===== config.mk =====
export PLATFORM = sky130hd
export DESIGN_NAME = hamming_single_error_corrector
export DESIGN_NICKNAME = d
export VERILOG_FILES = /design/src/hdl/hsec_pkg.sv /design/src/hdl/hsec_cfg.sv /design/src/hdl/hsec_decode.sv /design/src/hdl/hamming_single_error_corrector.sv
export SDC_FILE = /design/constraint.sdc
export NUM_CORES = 1
export LEC_CHECK = 0
export ABC_AREA = 1
export BUFFER_PORTS_ARGS = -buffer_cell sky130_fd_sc_hd__clkbuf_2
export CORE_MARGIN = 5
export CORE_UTILIZATION = 52
export CTS_BUF_LIST = sky130_fd_sc_hd__clkbuf_8
export CTS_CLUSTER_SIZE = 28
export DETAILED_ROUTE_END_ITERATION = 6
export GPL_TIMING_DRIVEN = 0
export PLACE_DENSITY = 0.85
export SYNTH_ARGS = -nofsm -noshare
export SYNTH_HDL_FRONTEND = slang
export SYNTH_SLANG_ARGS = --single-unit

===== constraint.sdc =====
create_clock -name clk -period 4.01 [get_ports clk]
set_clock_uncertainty 0.05 [all_clocks]
set_input_delay 0 -clock clk [delete_from_list [all_inputs] [get_ports clk]]
set_output_delay 0 -clock clk [all_outputs]
set_load 0.05 [all_outputs]

===== src/hdl/hsec_pkg.sv =====
// Shared types, widths, status codes and elaboration-time helpers for the
// Hamming single-error corrector. No dependencies.
package hsec_pkg;

  localparam int CODE_W           = 63;
  localparam int DATA_W           = 57;
  localparam int LEN_W            = 6;
  localparam int STAT_W           = 2;
  localparam int APB_ADDR_W       = 3;
  localparam int APB_DATA_W       = 32;
  localparam int MAX_CODE_LEN_DEF = 63;

  localparam logic [LEN_W-1:0] MIN_CODE_LEN = 6'd3;
  localparam logic [LEN_W-1:0] LEN_RESET    = 6'd7;

  // Register index, taken from the word address.
  localparam logic REG_CODE_LENGTH = 1'b0;

  localparam logic [STAT_W-1:0] STAT_CLEAN     = 2'd0;
  localparam logic [STAT_W-1:0] STAT_CORRECTED = 2'd1;
  localparam logic [STAT_W-1:0] STAT_BEYOND    = 2'd2;

  typedef struct packed {
    logic [DATA_W-1:0] data_word;
    logic [LEN_W-1:0]  data_length;
    logic [LEN_W-1:0]  error_position;
    logic [STAT_W-1:0] status;
  } res_t;

  function automatic logic is_pow2(input int p);
    return (p != 0) && ((p & (p - 1)) == 0);
  endfunction

  // Positions that contribute to syndrome bit j.
  function automatic logic [CODE_W-1:0] syn_mask(input int j);
    logic [CODE_W-1:0] m;
    m = '0;
    for (int p = 1; p <= CODE_W; p++) begin
      m[p-1] = ((p >> j) & 1) != 0;
    end
    return m;
  endfunction

  // 1-based codeword position of the k-th data bit.
  function automatic int data_pos(input int k);
    int cnt;
    int pos;
    cnt = 0;
    pos = 0;
    for (int p = 1; p <= CODE_W; p++) begin
      if (!is_pow2(p)) begin
        if (cnt == k) pos = p;
        cnt = cnt + 1;
      end
    end
    return pos;
  endfunction

endpackage


===== src/hdl/hsec_cfg.sv =====
// APB-style register block holding the code length.
// Depends on hsec_pkg.
module hsec_cfg
  import hsec_pkg::*;
(
  input  logic                  clk,
  input  logic                  rst,
  input  logic                  psel,
  input  logic                  penable,
  input  logic                  pwrite,
  input  logic [APB_ADDR_W-1:0] paddr,
  input  logic [APB_DATA_W-1:0] pwdata,
  output logic [APB_DATA_W-1:0] prdata,
  output logic                  pready,
  output logic [LEN_W-1:0]      code_length
);

  logic reg_sel;

  assign reg_sel = (paddr[APB_ADDR_W-1] == REG_CODE_LENGTH);
  assign pready  = 1'b1;

  always_ff @(posedge clk) begin
    if (rst) begin
      code_length <= LEN_RESET;
    end else if (psel && penable && pwrite && pready && reg_sel) begin
      code_length <= pwdata[LEN_W-1:0];
    end
  end

  always_comb begin
    prdata = '0;
    if (reg_sel) begin
      prdata[LEN_W-1:0] = code_length;
    end
  end

endmodule


===== src/hdl/hsec_decode.sv =====
// Combinational decode pass: length clamp, syndrome XOR trees, single-bit
// correction and data bit compaction. Depends on hsec_pkg.
module hsec_decode
  import hsec_pkg::*;
#(
  parameter int MAX_CODE_LEN = MAX_CODE_LEN_DEF
) (
  input  logic [MAX_CODE_LEN-1:0] word,
  input  logic [LEN_W-1:0]        code_length,
  output res_t                    res
);

  localparam logic [LEN_W-1:0] MaxN = LEN_W'(MAX_CODE_LEN);

  logic [LEN_W-1:0]        n;
  logic [LEN_W-1:0]        r;
  logic [LEN_W-1:0]        syn;
  logic [MAX_CODE_LEN-1:0] masked;
  logic [MAX_CODE_LEN-1:0] fixed;
  logic [DATA_W-1:0]       data;
  logic                    in_range;

  always_comb begin
    if (code_length < MIN_CODE_LEN) begin
      n = MIN_CODE_LEN;
    end else if (code_length > MaxN) begin
      n = MaxN;
    end else begin
      n = code_length;
    end
  end

  always_comb begin
    if (n <= 6'd3) begin
      r = 6'd2;
    end else if (n <= 6'd7) begin
      r = 6'd3;
    end else if (n <= 6'd15) begin
      r = 6'd4;
    end else if (n <= 6'd31) begin
      r = 6'd5;
    end else begin
      r = 6'd6;
    end
  end

  always_comb begin
    for (int i = 0; i < MAX_CODE_LEN; i++) begin
      masked[i] = word[i] & (LEN_W'(i) < n);
    end
  end

  for (genvar j = 0; j < LEN_W; j++) begin : g_syn
    localparam logic [CODE_W-1:0] Mask = syn_mask(j);
    assign syn[j] = ^(masked & Mask[MAX_CODE_LEN-1:0]);
  end

  // A syndrome past the used length names no bit, so nothing is flipped.
  assign in_range = (syn != '0) && (syn <= n);

  always_comb begin
    for (int i = 0; i < MAX_CODE_LEN; i++) begin
      fixed[i] = masked[i] ^ (in_range && (syn == LEN_W'(i + 1)));
    end
  end

  for (genvar k = 0; k < DATA_W; k++) begin : g_data
    localparam int Pos = data_pos(k);
    if (Pos <= MAX_CODE_LEN) begin : g_bit
      assign data[k] = fixed[Pos-1];
    end else begin : g_zero
      assign data[k] = 1'b0;
    end
  end

  always_comb begin
    res.data_word      = data;
    res.data_length    = n - r;
    res.error_position = syn;
    if (syn == '0) begin
      res.status = STAT_CLEAN;
    end else if (in_range) begin
      res.status = STAT_CORRECTED;
    end else begin
      res.status = STAT_BEYOND;
    end
  end

endmodule


===== src/hdl/hamming_single_error_corrector.sv =====
// Top level of the Hamming single-error corrector: input register, decode
// pass and result register. Depends on hsec_pkg, hsec_cfg and hsec_decode.
//
// Takes one received codeword per cycle while in_ready is high and returns
// one result per word. A word accepted into the input register is decoded
// by a single pass of XOR trees and per-bit compares, and lands in the
// result register, raising out_valid, once that register is empty or being
// emptied. Throughput is one word per cycle for as long as out_ready stays
// high; a stalled result holds the result register, and in_ready falls only
// when both registers hold a word and out_ready is low.
// code_length is written over the APB-style port at byte address 0 and may
// be changed only while no word is in flight.
module hamming_single_error_corrector
  import hsec_pkg::*;
#(
  parameter int MAX_CODE_LEN = MAX_CODE_LEN_DEF
) (
  input  logic                  clk,
  input  logic                  rst,
  input  logic                  psel,
  input  logic                  penable,
  input  logic                  pwrite,
  input  logic [APB_ADDR_W-1:0] paddr,
  input  logic [APB_DATA_W-1:0] pwdata,
  output logic [APB_DATA_W-1:0] prdata,
  output logic                  pready,
  input  logic                  in_valid,
  output logic                  in_ready,
  input  logic [CODE_W-1:0]     codeword,
  output logic                  out_valid,
  input  logic                  out_ready,
  output logic [DATA_W-1:0]     data_word,
  output logic [LEN_W-1:0]      data_length,
  output logic [LEN_W-1:0]      error_position,
  output logic [STAT_W-1:0]     status
);

  logic [LEN_W-1:0]        code_length;
  logic                    s1_valid;
  logic [MAX_CODE_LEN-1:0] s1_word;
  logic                    out_take;
  logic                    s1_take;
  res_t                    dec_res;
  res_t                    res;

  hsec_cfg u_cfg (
    .clk         (clk),
    .rst         (rst),
    .psel        (psel),
    .penable     (penable),
    .pwrite      (pwrite),
    .paddr       (paddr),
    .pwdata      (pwdata),
    .prdata      (prdata),
    .pready      (pready),
    .code_length (code_length)
  );

  hsec_decode #(
    .MAX_CODE_LEN (MAX_CODE_LEN)
  ) u_decode (
    .word        (s1_word),
    .code_length (code_length),
    .res         (dec_res)
  );

  // The result register can load when it is empty or being emptied.
  assign out_take = !out_valid || out_ready;
  assign s1_take  = !s1_valid || out_take;
  assign in_ready = s1_take;

  always_ff @(posedge clk) begin
    if (rst) begin
      s1_valid <= 1'b0;
    end else if (s1_take) begin
      s1_valid <= in_valid;
    end
  end

  always_ff @(posedge clk) begin
    if (s1_take && in_valid) begin
      s1_word <= codeword[MAX_CODE_LEN-1:0];
    end
  end

  always_ff @(posedge clk) begin
    if (rst) begin
      out_valid <= 1'b0;
    end else if (out_take) begin
      out_valid <= s1_valid;
    end
  end

  always_ff @(posedge clk) begin
    if (out_take && s1_valid) begin
      res <= dec_res;
    end
  end

  assign data_word      = res.data_word;
  assign data_length    = res.data_length;
  assign error_position = res.error_position;
  assign status         = res.status;

endmodule


**Word level (Yosys, flattened, before mapping)**

Cells that the tools add are included.

- Bits in writable memories: 0
- Flip-flop bits (word level): 142
- ROM bits: 0
- Latch bits: 0
- Memories: 0
- Output and inout bits: 106
- Logic and storage cells: 340
- Input bits: 105

- Muxes and demuxes: 8
- Equal/unequal tests: 57
- Shifts and indexed selects: 0
- Add/subtract/negate cells: 1
- Order comparisons: 70
- Divide/modulo/power cells: 0
- Multiply operators: 0
- Reductions and logical operators: 75
- Bitwise gates (word level): 121

Operator list:

| cell | number |
|---|---|
| $reduce_xor 63->1 | 6 |
| $eq 6x6->1 const B | 31 |
| $lt 6x6->1 const A | 31 |
| $lt 5x6->1 const A | 16 |
| $eq 6x5->1 const B | 15 |
| $and 1x1->1 | 63 |
| $logic_and 1x1->1 | 63 |
| $xor 1x1->1 | 57 |
| $lt 4x6->1 const A | 8 |
| $eq 6x4->1 const B | 7 |
| $mux 6 | 6 |
| $lt 3x6->1 const A | 4 |
| $eq 6x3->1 const B | 3 |
| $lt 1x6->1 const A | 2 |
| $lt 2x6->1 const A | 2 |
| $eq 6x2->1 const B | 1 |
| $gt 6x6->1 const B | 1 |
| $le 6x2->1 const B | 1 |
| $le 6x3->1 const B | 1 |
| $le 6x4->1 const B | 1 |
| $le 6x5->1 const B | 1 |
| $le 6x6->1 | 1 |
| $logic_not 6->1 | 1 |
| $lt 6x2->1 const B | 1 |
| other kinds (6) | 9 |

**Longest topological paths before layout**

Gate-level depths: netlist of run 1.

- Depth in word-level cells: 10
- Gate-level depth with buffers: 31

**By module**

A second synthesis of run 1 with hierarchy kept.

- Cells, all modules: 1570
- Area total of the unflattened synthesis: 10645.2 um^2

By module, submodules not included:

| module | instances | cells an instance | sequential area each (um^2) | area an instance (um^2) |
|---|---|---|---|---|
| hsec_decode | 1 | 1343 | 0.0 | 5955.7 |
| hamming_single_error_corrector | 1 | 146 | 4063.9 | 4115.2 |
| hsec_cfg | 1 | 81 | 120.1 | 574.3 |

**Worst setup path after synthesis of run 1**

No wires, ideal clock.

- Path type: reg2reg
- Start: register out_valid
- End: register res, in the netlist data_length[0], enable pin
- Stages on the path, launching flop included: 2
- Period minus slack after synthesis: 4.610 ns
- Data arrival time: 4.037 ns
- Buffers on the path: 0
- Path slack: -0.600 ns
- Library setup time: 0.523 ns
- Cell sequence: dfxtp_1 a21oi_1

- Word-level cells in the longest chain between the ends: 3

Ends and longest elaborated chain:

| element | line | source |
|---|---|---|
| start, declared | hamming_single_error_corrector.sv:30 | `output logic out_valid,` |
| start signal, assigned | hamming_single_error_corrector.sv:90 | `out_valid <= s1_valid;` |
| $logic_not 1->1 | hamming_single_error_corrector.sv:68 | `assign out_take = !out_valid \|\| out_ready;` |
| $logic_or 1x1->1 | hamming_single_error_corrector.sv:68 |  |
| $logic_and 1x1->1 | hamming_single_error_corrector.sv:95 | `if (out_take && s1_valid) begin` |
| end signal, assigned | hamming_single_error_corrector.sv:96 | `res <= dec_res;` |
| end, declared | hamming_single_error_corrector.sv:44 | `res_t res;` |

Every way passes these cells.
A chain may end at the register's enable or synchronous reset.

==> impl_results.md, run 1 <==
* Status: finished with violations
* Failing checks: DRC, setup timing
* Syn. warnings at 0
* Distinct cells, synth at 39
* Kind of critical path: reg2reg
* Ports at 211
* Max clock buf depth at 2
* DP Area at 11800 um^2
* CP startpoint kind: register
* # clock sinks at 142
* Final antenna diode count at 0
* Vias in the first global route at 11200
* WP data arrival at 4.46 ns
* Filler instances at 1451
* Min-delay src: psel
* Min-delay worst type: in2reg
* Site row count at 52
* CTS Buf Count at 17
* CP max stage delay at 0.41 ns
* Core ar. at 20000 um^2
* Grt ovf at 0
* Worst setup margin at -0.271 ns
* Clock root buffer: clkbuf_8
* Vert. Die Dim at 152 um
* Worst vdd ir at 283 uV
* Max Cap Viol at 0
* Post-synthesis adder-cell area fraction at 0.0126
* RSZ-0062 raised after global routing: yes
* Synth Area in Compound Gates at 0.0262
* FMAX at 0.234 GHz
* Router iterations before antenna repair at 7
* Final instance area at 14900 um^2
* Drt wl/cell at 19.3 um
* Share of layout cells above drive strength 1 at 0.310
* Largest family of logic cells by synthesized area: simple AND/OR/NAND/NOR gates
* Hold Path Cell Cnt at 5
* Clock Latency Late Sink at 0.49 ns
* Vias at 12700
* DRC Markers at 8
* Post-Syn Area at 10500 um^2
* Power per cell area at 358 nW/um^2
* Seq/Total Area, Yosys at 0.398
* CP required at 4.19 ns
* Xor/xnor share of the synthesized area at 0.00833
* FF-to-FF End: data_word[19]$_DFFE_PP_
* Die Span X at 152 um
* Slew Viols, Final at 0
* Sum Neg Setup Slack at -12.95 ns
* Leakage at 7.27 nW
* First-pass GRT wire length at 58700 um
* Initial Util at 0.524
* Initial antenna violation count at 0
* P&R area growth vs syn at 41.6%
* Total global routing track utilization at 0.316
* Max-slew headroom at 0.573
* Post-Syn Instances at 1539
* Final worst path period share at 1.07
* Worst-path fanout max at 10
* Commonest cells after routing, fill and taps aside: 457 x nand2_1, 192 x nand3_1, 155 x clkbuf_2
* Worst Tran Pin Value at 0.638 ns
* Routed wire length at 41900 um
* DRT antenna net count at 0
* Detailed placement HPWL at 26600 um
* Die Footprint at 23200 um^2
* Post-synth top area cell: edfxtp_1
* Synthesis-stage register bit count at 142
* Reg-to-reg startpoint: u_cfg.code_length[5]$_SDFFE_PP0P_
* Fin crit period at 4.28 ns
* Final Hold Viols at 0
* Post-synthesis mux area share at 0
* Largest net degree at the start of global routing at 43
* 1st-iter DRT viols at 1945
* R2R setup slack at -0.27 ns
* Commonest non-fill, non-tap cell in the layout: nand2_1
* TritonCTS clock tree: yes
* IO Port Bufs at 155
* R2R depth at 30
* Largest cells by area after synthesis: edfxtp_1 38%, nand2_1 20%, nand3_1 11%, nor2_1 5.8%, inv_1 5.8%
* Nets@finish at 2000
* Simple-gate share of the synthesized area at 0.446
* Top cell type's share of synthesized area at 0.383
* Avg Cell Area, Syn at 6.83 um^2
* Final Core Density at 0.743
* Placer Congestion at 0.982
* WHS Endpoint: u_cfg.code_length[2]$_SDFFE_PP1P_
* CTS clk-pin slew, worst paths at 0.09 ns
* Endpoints failing setup at 59
* Crit end category: register
* Worst path most repeated cell: nand2_1
* DR vias/cell at 5.85
* Highest-delay cell along the critical path: dfxtp_4
* CTS H-tree depth at 4
## cells in the mapped netlist, drive strengths merged
cell,n
a211oi,1
nor2,175
a21boi,1
fa,1
edfxtp,134
o22ai,1
o21ai,22
o211ai,8
nand3,237
dfxtp,8
buf,58
clkinv,1
nand2,567
conb,2
nand4,87
xor2,5
ha,9
xnor2,5
o21bai,2
and3,1
inv,189
a21oi,9
or2,1
nand3b,1
a21o,2
clkbuf,12
## routing by layer
metal,track usage,part of all wire,vias up
met1,0.431,0.37,5653
met3,0.0673,0.13,274
met4,0.126,0.064,0
li1,-,-,5701
met5,0,0,-
met2,0.493,0.44,1060
## how the worst max path moves through the flow
stage               depth (start not counted)                       to                         startpoint
global route                               30  data_word[17]$_DFFE_PP_  u_cfg.code_length[5]$_SDFFE_PP0P_
finish                                     30  data_word[19]$_DFFE_PP_  u_cfg.code_length[5]$_SDFFE_PP0P_
floorplan                                  24  status[1]$_SDFFCE_PN0P_  u_cfg.code_length[3]$_SDFFE_PP0P_
global placement                           28  data_word[18]$_DFFE_PP_  u_cfg.code_length[3]$_SDFFE_PP0P_
CTS                                        29   data_word[7]$_DFFE_PP_  u_cfg.code_length[3]$_SDFFE_PP0P_
detailed placement                         28  data_word[19]$_DFFE_PP_  u_cfg.code_length[4]$_SDFFE_PP0P_
## state kept, by name, summed over array words and instances, names as in the netlist
register           cells
out_valid              1
u_cfg.code_length      6
status                 2
data_word             57
s1_valid               1
data_length            6
error_position         6
s1_word               63
## critical path, delay by kind of cell (launching register included)
family / cells / cell delay (ns)
and+or+nand+nor: 18 / 1.96
buffers and inverters: 7 / 0.76
DFF: 1 / 0.41
AOI/OAI and AO/OA: 4 / 0.55
adders and majority gates: 1 / 0.27
## metrics by stage
| stage | hold WS, ns | power, mW | std cells | setup slack [ns] |
|---|---|---|---|---|
| floorplan | 0.0191 | 2.86 | 1564 | 0.0603 |
| finish | 0.0834 | 5.33 | 2168 | -0.271 |
| global route | 0.152 | 5.50 | 2168 | -0.345 |
| CTS | 0.0711 | 4.88 | 2127 | 0.000136 |
| detailed placement | 0.129 | 3.29 | 1992 | -1.21 |
| global placement | 0.127 | 3.27 | 1989 | -1.17 |
## kinds of logic after synthesis
logic type      after synthesis
xor+xnor                     10
fa+ha+maj                    10
flops                       142
simple gates               1069
other cells                   2
buf+inv                     260
compound gates               46
## report_power, final
| part | switching, mW | total, mW | internal (mW) |
|---|---|---|---|
| sequential | 0.0470 | 1.78 | 1.73 |
| clock | 0.596 | 1.30 | 0.702 |
| combinational | 1.43 | 2.25 | 0.821 |
## cell type report
type / count / area [um^2] / area share
multi-input cells: 1164 / 6300 / 0.423
clock buffers: 19 / 262 / 0.0176
plain buffers: 67 / 619 / 0.0416
clock inverters: 13 / 173 / 0.0116
repair buffers: 303 / 2230 / 0.150
inverters: 190 / 751 / 0.0504
well taps: 270 / 338 / 0.0227
flip-flops and latches: 142 / 4200 / 0.282
## repair_timing
| action | CTS | global route |
|---|---|---|
| hold buffers | 72 | 0 |
| buffers inserted | 31 | 37 |
| pin swaps | 25 | 113 |
| cloned | 0 | 7 |
| setup endpoints to repair | 59 | 59 |
| resized for setup | 191 | 170 |
| hold endpoints to repair | 77 | 0 |
No activity file was read; power rests on OpenSTA's default activity.
==> run 2, diff against run 1 <==
Settings changed: SETUP_SLACK_MARGIN set to 0.5.
==> impl_results.md, run 2 (synthesis results as in run 1) <==
* Reg-to-reg startpoint: u_cfg.code_length[3]$_SDFFE_PP0P_
* Die Span X at 152 um (unchanged)
* Worst path most repeated cell: nand2_1
* Final instance area at 15000 um^2 (+0.50%)
* Status: finished with violations
* Power per cell area at 362 nW/um^2 (+1.2%)
* Max-slew headroom at 0.483 (-0.0901)
* Endpoints failing setup at 57 (-3.4%)
* Slew Viols, Final at 0 (unchanged)
* DR vias/cell at 5.77 (-1.4%)
* Vias in the first global route at 11300 (+1.1%)
* Routed wire length at 40300 um (-3.8%)
* Non-Filler Instances at 2160 (-0.37%)
* Final Hold Viols at 0 (unchanged)
* First-pass GRT wire length at 59400 um (+1.2%)
* DRT antenna net count at 0 (unchanged)
* Drt wl/cell at 18.6 um (-3.5%)
* Initial Util at 0.524 (unchanged)
* Worst Setup SP: u_cfg.code_length[3]$_SDFFE_PP0P_
* Share of layout cells above drive strength 1 at 0.329 (+0.0193)
* Final antenna diode count at 0 (unchanged)
* R2R depth at 28 (-6.7%)
* FF-to-FF End: data_word[6]$_DFFE_PP_
* CTS Buf Count at 17 (unchanged)
* Met3 usage in global routing at 0.0858 (+0.0185)
* FMAX at 0.240 GHz (+2.9%)
* Filler instances at 1479 (+1.9%)
* Clock Latency Late Sink at 0.48 ns (about the same)
* Dpl cells at 1992 (unchanged)
* Crit end category: register
* # clock sinks at 142 (unchanged)
* Initial antenna violation count at 0 (unchanged)
* Die Footprint at 23200 um^2 (unchanged)
* Grt peak-use layer: met2
* Total global routing track utilization at 0.322 (+0.00675)
* IO Port Bufs at 155 (unchanged)
* Hold Path Cell Cnt at 5 (unchanged)
* Detailed placement HPWL at 26800 um (+0.91%)
* Router iterations before antenna repair at 7 (unchanged)
* Placer Congestion at 1.02 (+3.9%)
* Leakage at 7.29 nW (+0.26%)
* Failing checks: DRC, setup timing
* Commonest cells after routing, fill and taps aside: 433 x nand2_1, 166 x nand3_1, 155 x clkbuf_2
* Reg with most FFs: s1_word
* Commonest non-fill, non-tap cell in the layout: nand2_1
* Min-delay worst type: in2reg
* Core ar. at 20000 um^2 (unchanged)
* Site row count at 52 (unchanged)
* Vert. Die Dim at 152 um (unchanged)
* Max Cap Viol at 0 (unchanged)
* CP required at 4.19 ns (about the same)
* Final worst path period share at 1.04 (-0.0298)
* TritonCTS clock tree: yes
* Nets@finish at 1992 (-0.40%)
* Met2 usage at 0.516 (+0.0231)
* Max clock buf depth at 2 (unchanged)
* Kind of critical path: reg2reg
* Worst vdd ir at 287 uV (+1.4%)
* CTS H-tree depth at 4 (unchanged)
* Min-delay src: psel
* R2R setup slack at -0.15 ns (+0.12 ns)
* Sum Neg Setup Slack at -5.29 ns (+7.67 ns)
* CP startpoint kind: register
* WHS Endpoint: u_cfg.code_length[0]$_SDFFE_PP1P_
* Worst-path fanout max at 7 (-3)
* Highest-delay cell along the critical path: dfxtp_2
* 1st-iter DRT viols at 1673 (-14%)
* WP data arrival at 4.34 ns (-0.12 ns)
* P&R area growth vs syn at 42.3%
* Worst setup margin at -0.152 ns (+0.119 ns)
* DP Area at 11900 um^2 (+0.76%)
* RSZ-0062 raised after global routing: yes
* Clock root buffer: clkbuf_8
* Vias at 12500 (-1.7%)
* Grt ovf at 0 (unchanged)
* CP max stage delay at 0.32 ns (-0.09 ns)
* DRC Markers at 6 (-2)
* GRT met1 Usage at 0.402 (-0.0291)
* Final Core Density at 0.746 (+0.00375)
* Ports at 211 (unchanged)
* Tot Pwr at 5.42 mW (+1.7%)
* Largest register FFs at 63 (unchanged)
* CTS clk-pin slew, worst paths at 0.08 ns (about the same)
* Worst Tran Pin Value at 0.774 ns (+0.136 ns)
* Largest net degree at the start of global routing at 34 (-21%)
* Fin crit period at 4.16 ns (-0.119 ns)
## run 2: where the power goes
group | internal, mW | switching [mW] | total, mW
registers | 1.73 | 0.0434 | 1.77
logic | 0.865 | 1.50 | 2.36
clock network | 0.668 | 0.610 | 1.28
total | 3.26 | 2.15 | 5.42
## run 2: area by class of cell
cell class                 instances  area (um^2)  share of cell area
multi-input combinational       1163         6360               0.425
clock buffer                      20          275              0.0184
tap                              270          338              0.0226
buffer                            70          689              0.0461
timing repair buffer             293         2200               0.147
clock inverter                    12          159              0.0106
inverter                         190          736              0.0492
sequential                       142         4200               0.281
## run 2: how the worst max path moves through the flow
stage | cells after the start | end
6_report | 28 | data_word[6]$_DFFE_PP_
5_1_grt | 28 | data_word[36]$_DFFE_PP_
4_1_cts | 29 | data_word[41]$_DFFE_PP_
3_5_place_dp | 27 | data_word[26]$_DFFE_PP_
3_3_place_gp | 27 | data_word[26]$_DFFE_PP_
2_1_floorplan | 28 | data_word[37]$_DFFE_PP_
## run 2: critical path, delay by kind of cell, from the launching register on
kind,cells,cell delay [ns]
simple gates,19,1.98
fa+ha+maj,1,0.26
flops,1,0.32
compound gates,2,0.39
buf+inv,6,0.91
## run 2: timing repair
| item | 4_1_cts | 5_1_grt |
|---|---|---|
| setup buffers | 33 | 22 |
| hold endpoints to repair | 71 | 0 |
| pin swaps | 48 | 90 |
| hold buffers | 72 | 0 |
| resized for setup | 182 | 179 |
| setup endpoints to repair | 59 | 59 |
| cloned | 7 | 2 |
## run 2: stage by stage
stage               setup WS [ns]  hold slack, ns
floorplan                   0.312          0.0191
global placement            -1.03           0.128
detailed placement          -1.11           0.129
CTS                        0.0578          0.0427
global route               -0.291           0.137
finish                     -0.152          0.0571
## run 2: metal layers
layer  routed length (um)  share of wire  vias to the layer above
li1                     -              -                     5684
met1                13900           0.35                     5584
met2                18400           0.46                      960
met3                 5320           0.13                      239
met5                    0              0                        -
met4                 2600          0.065                        0
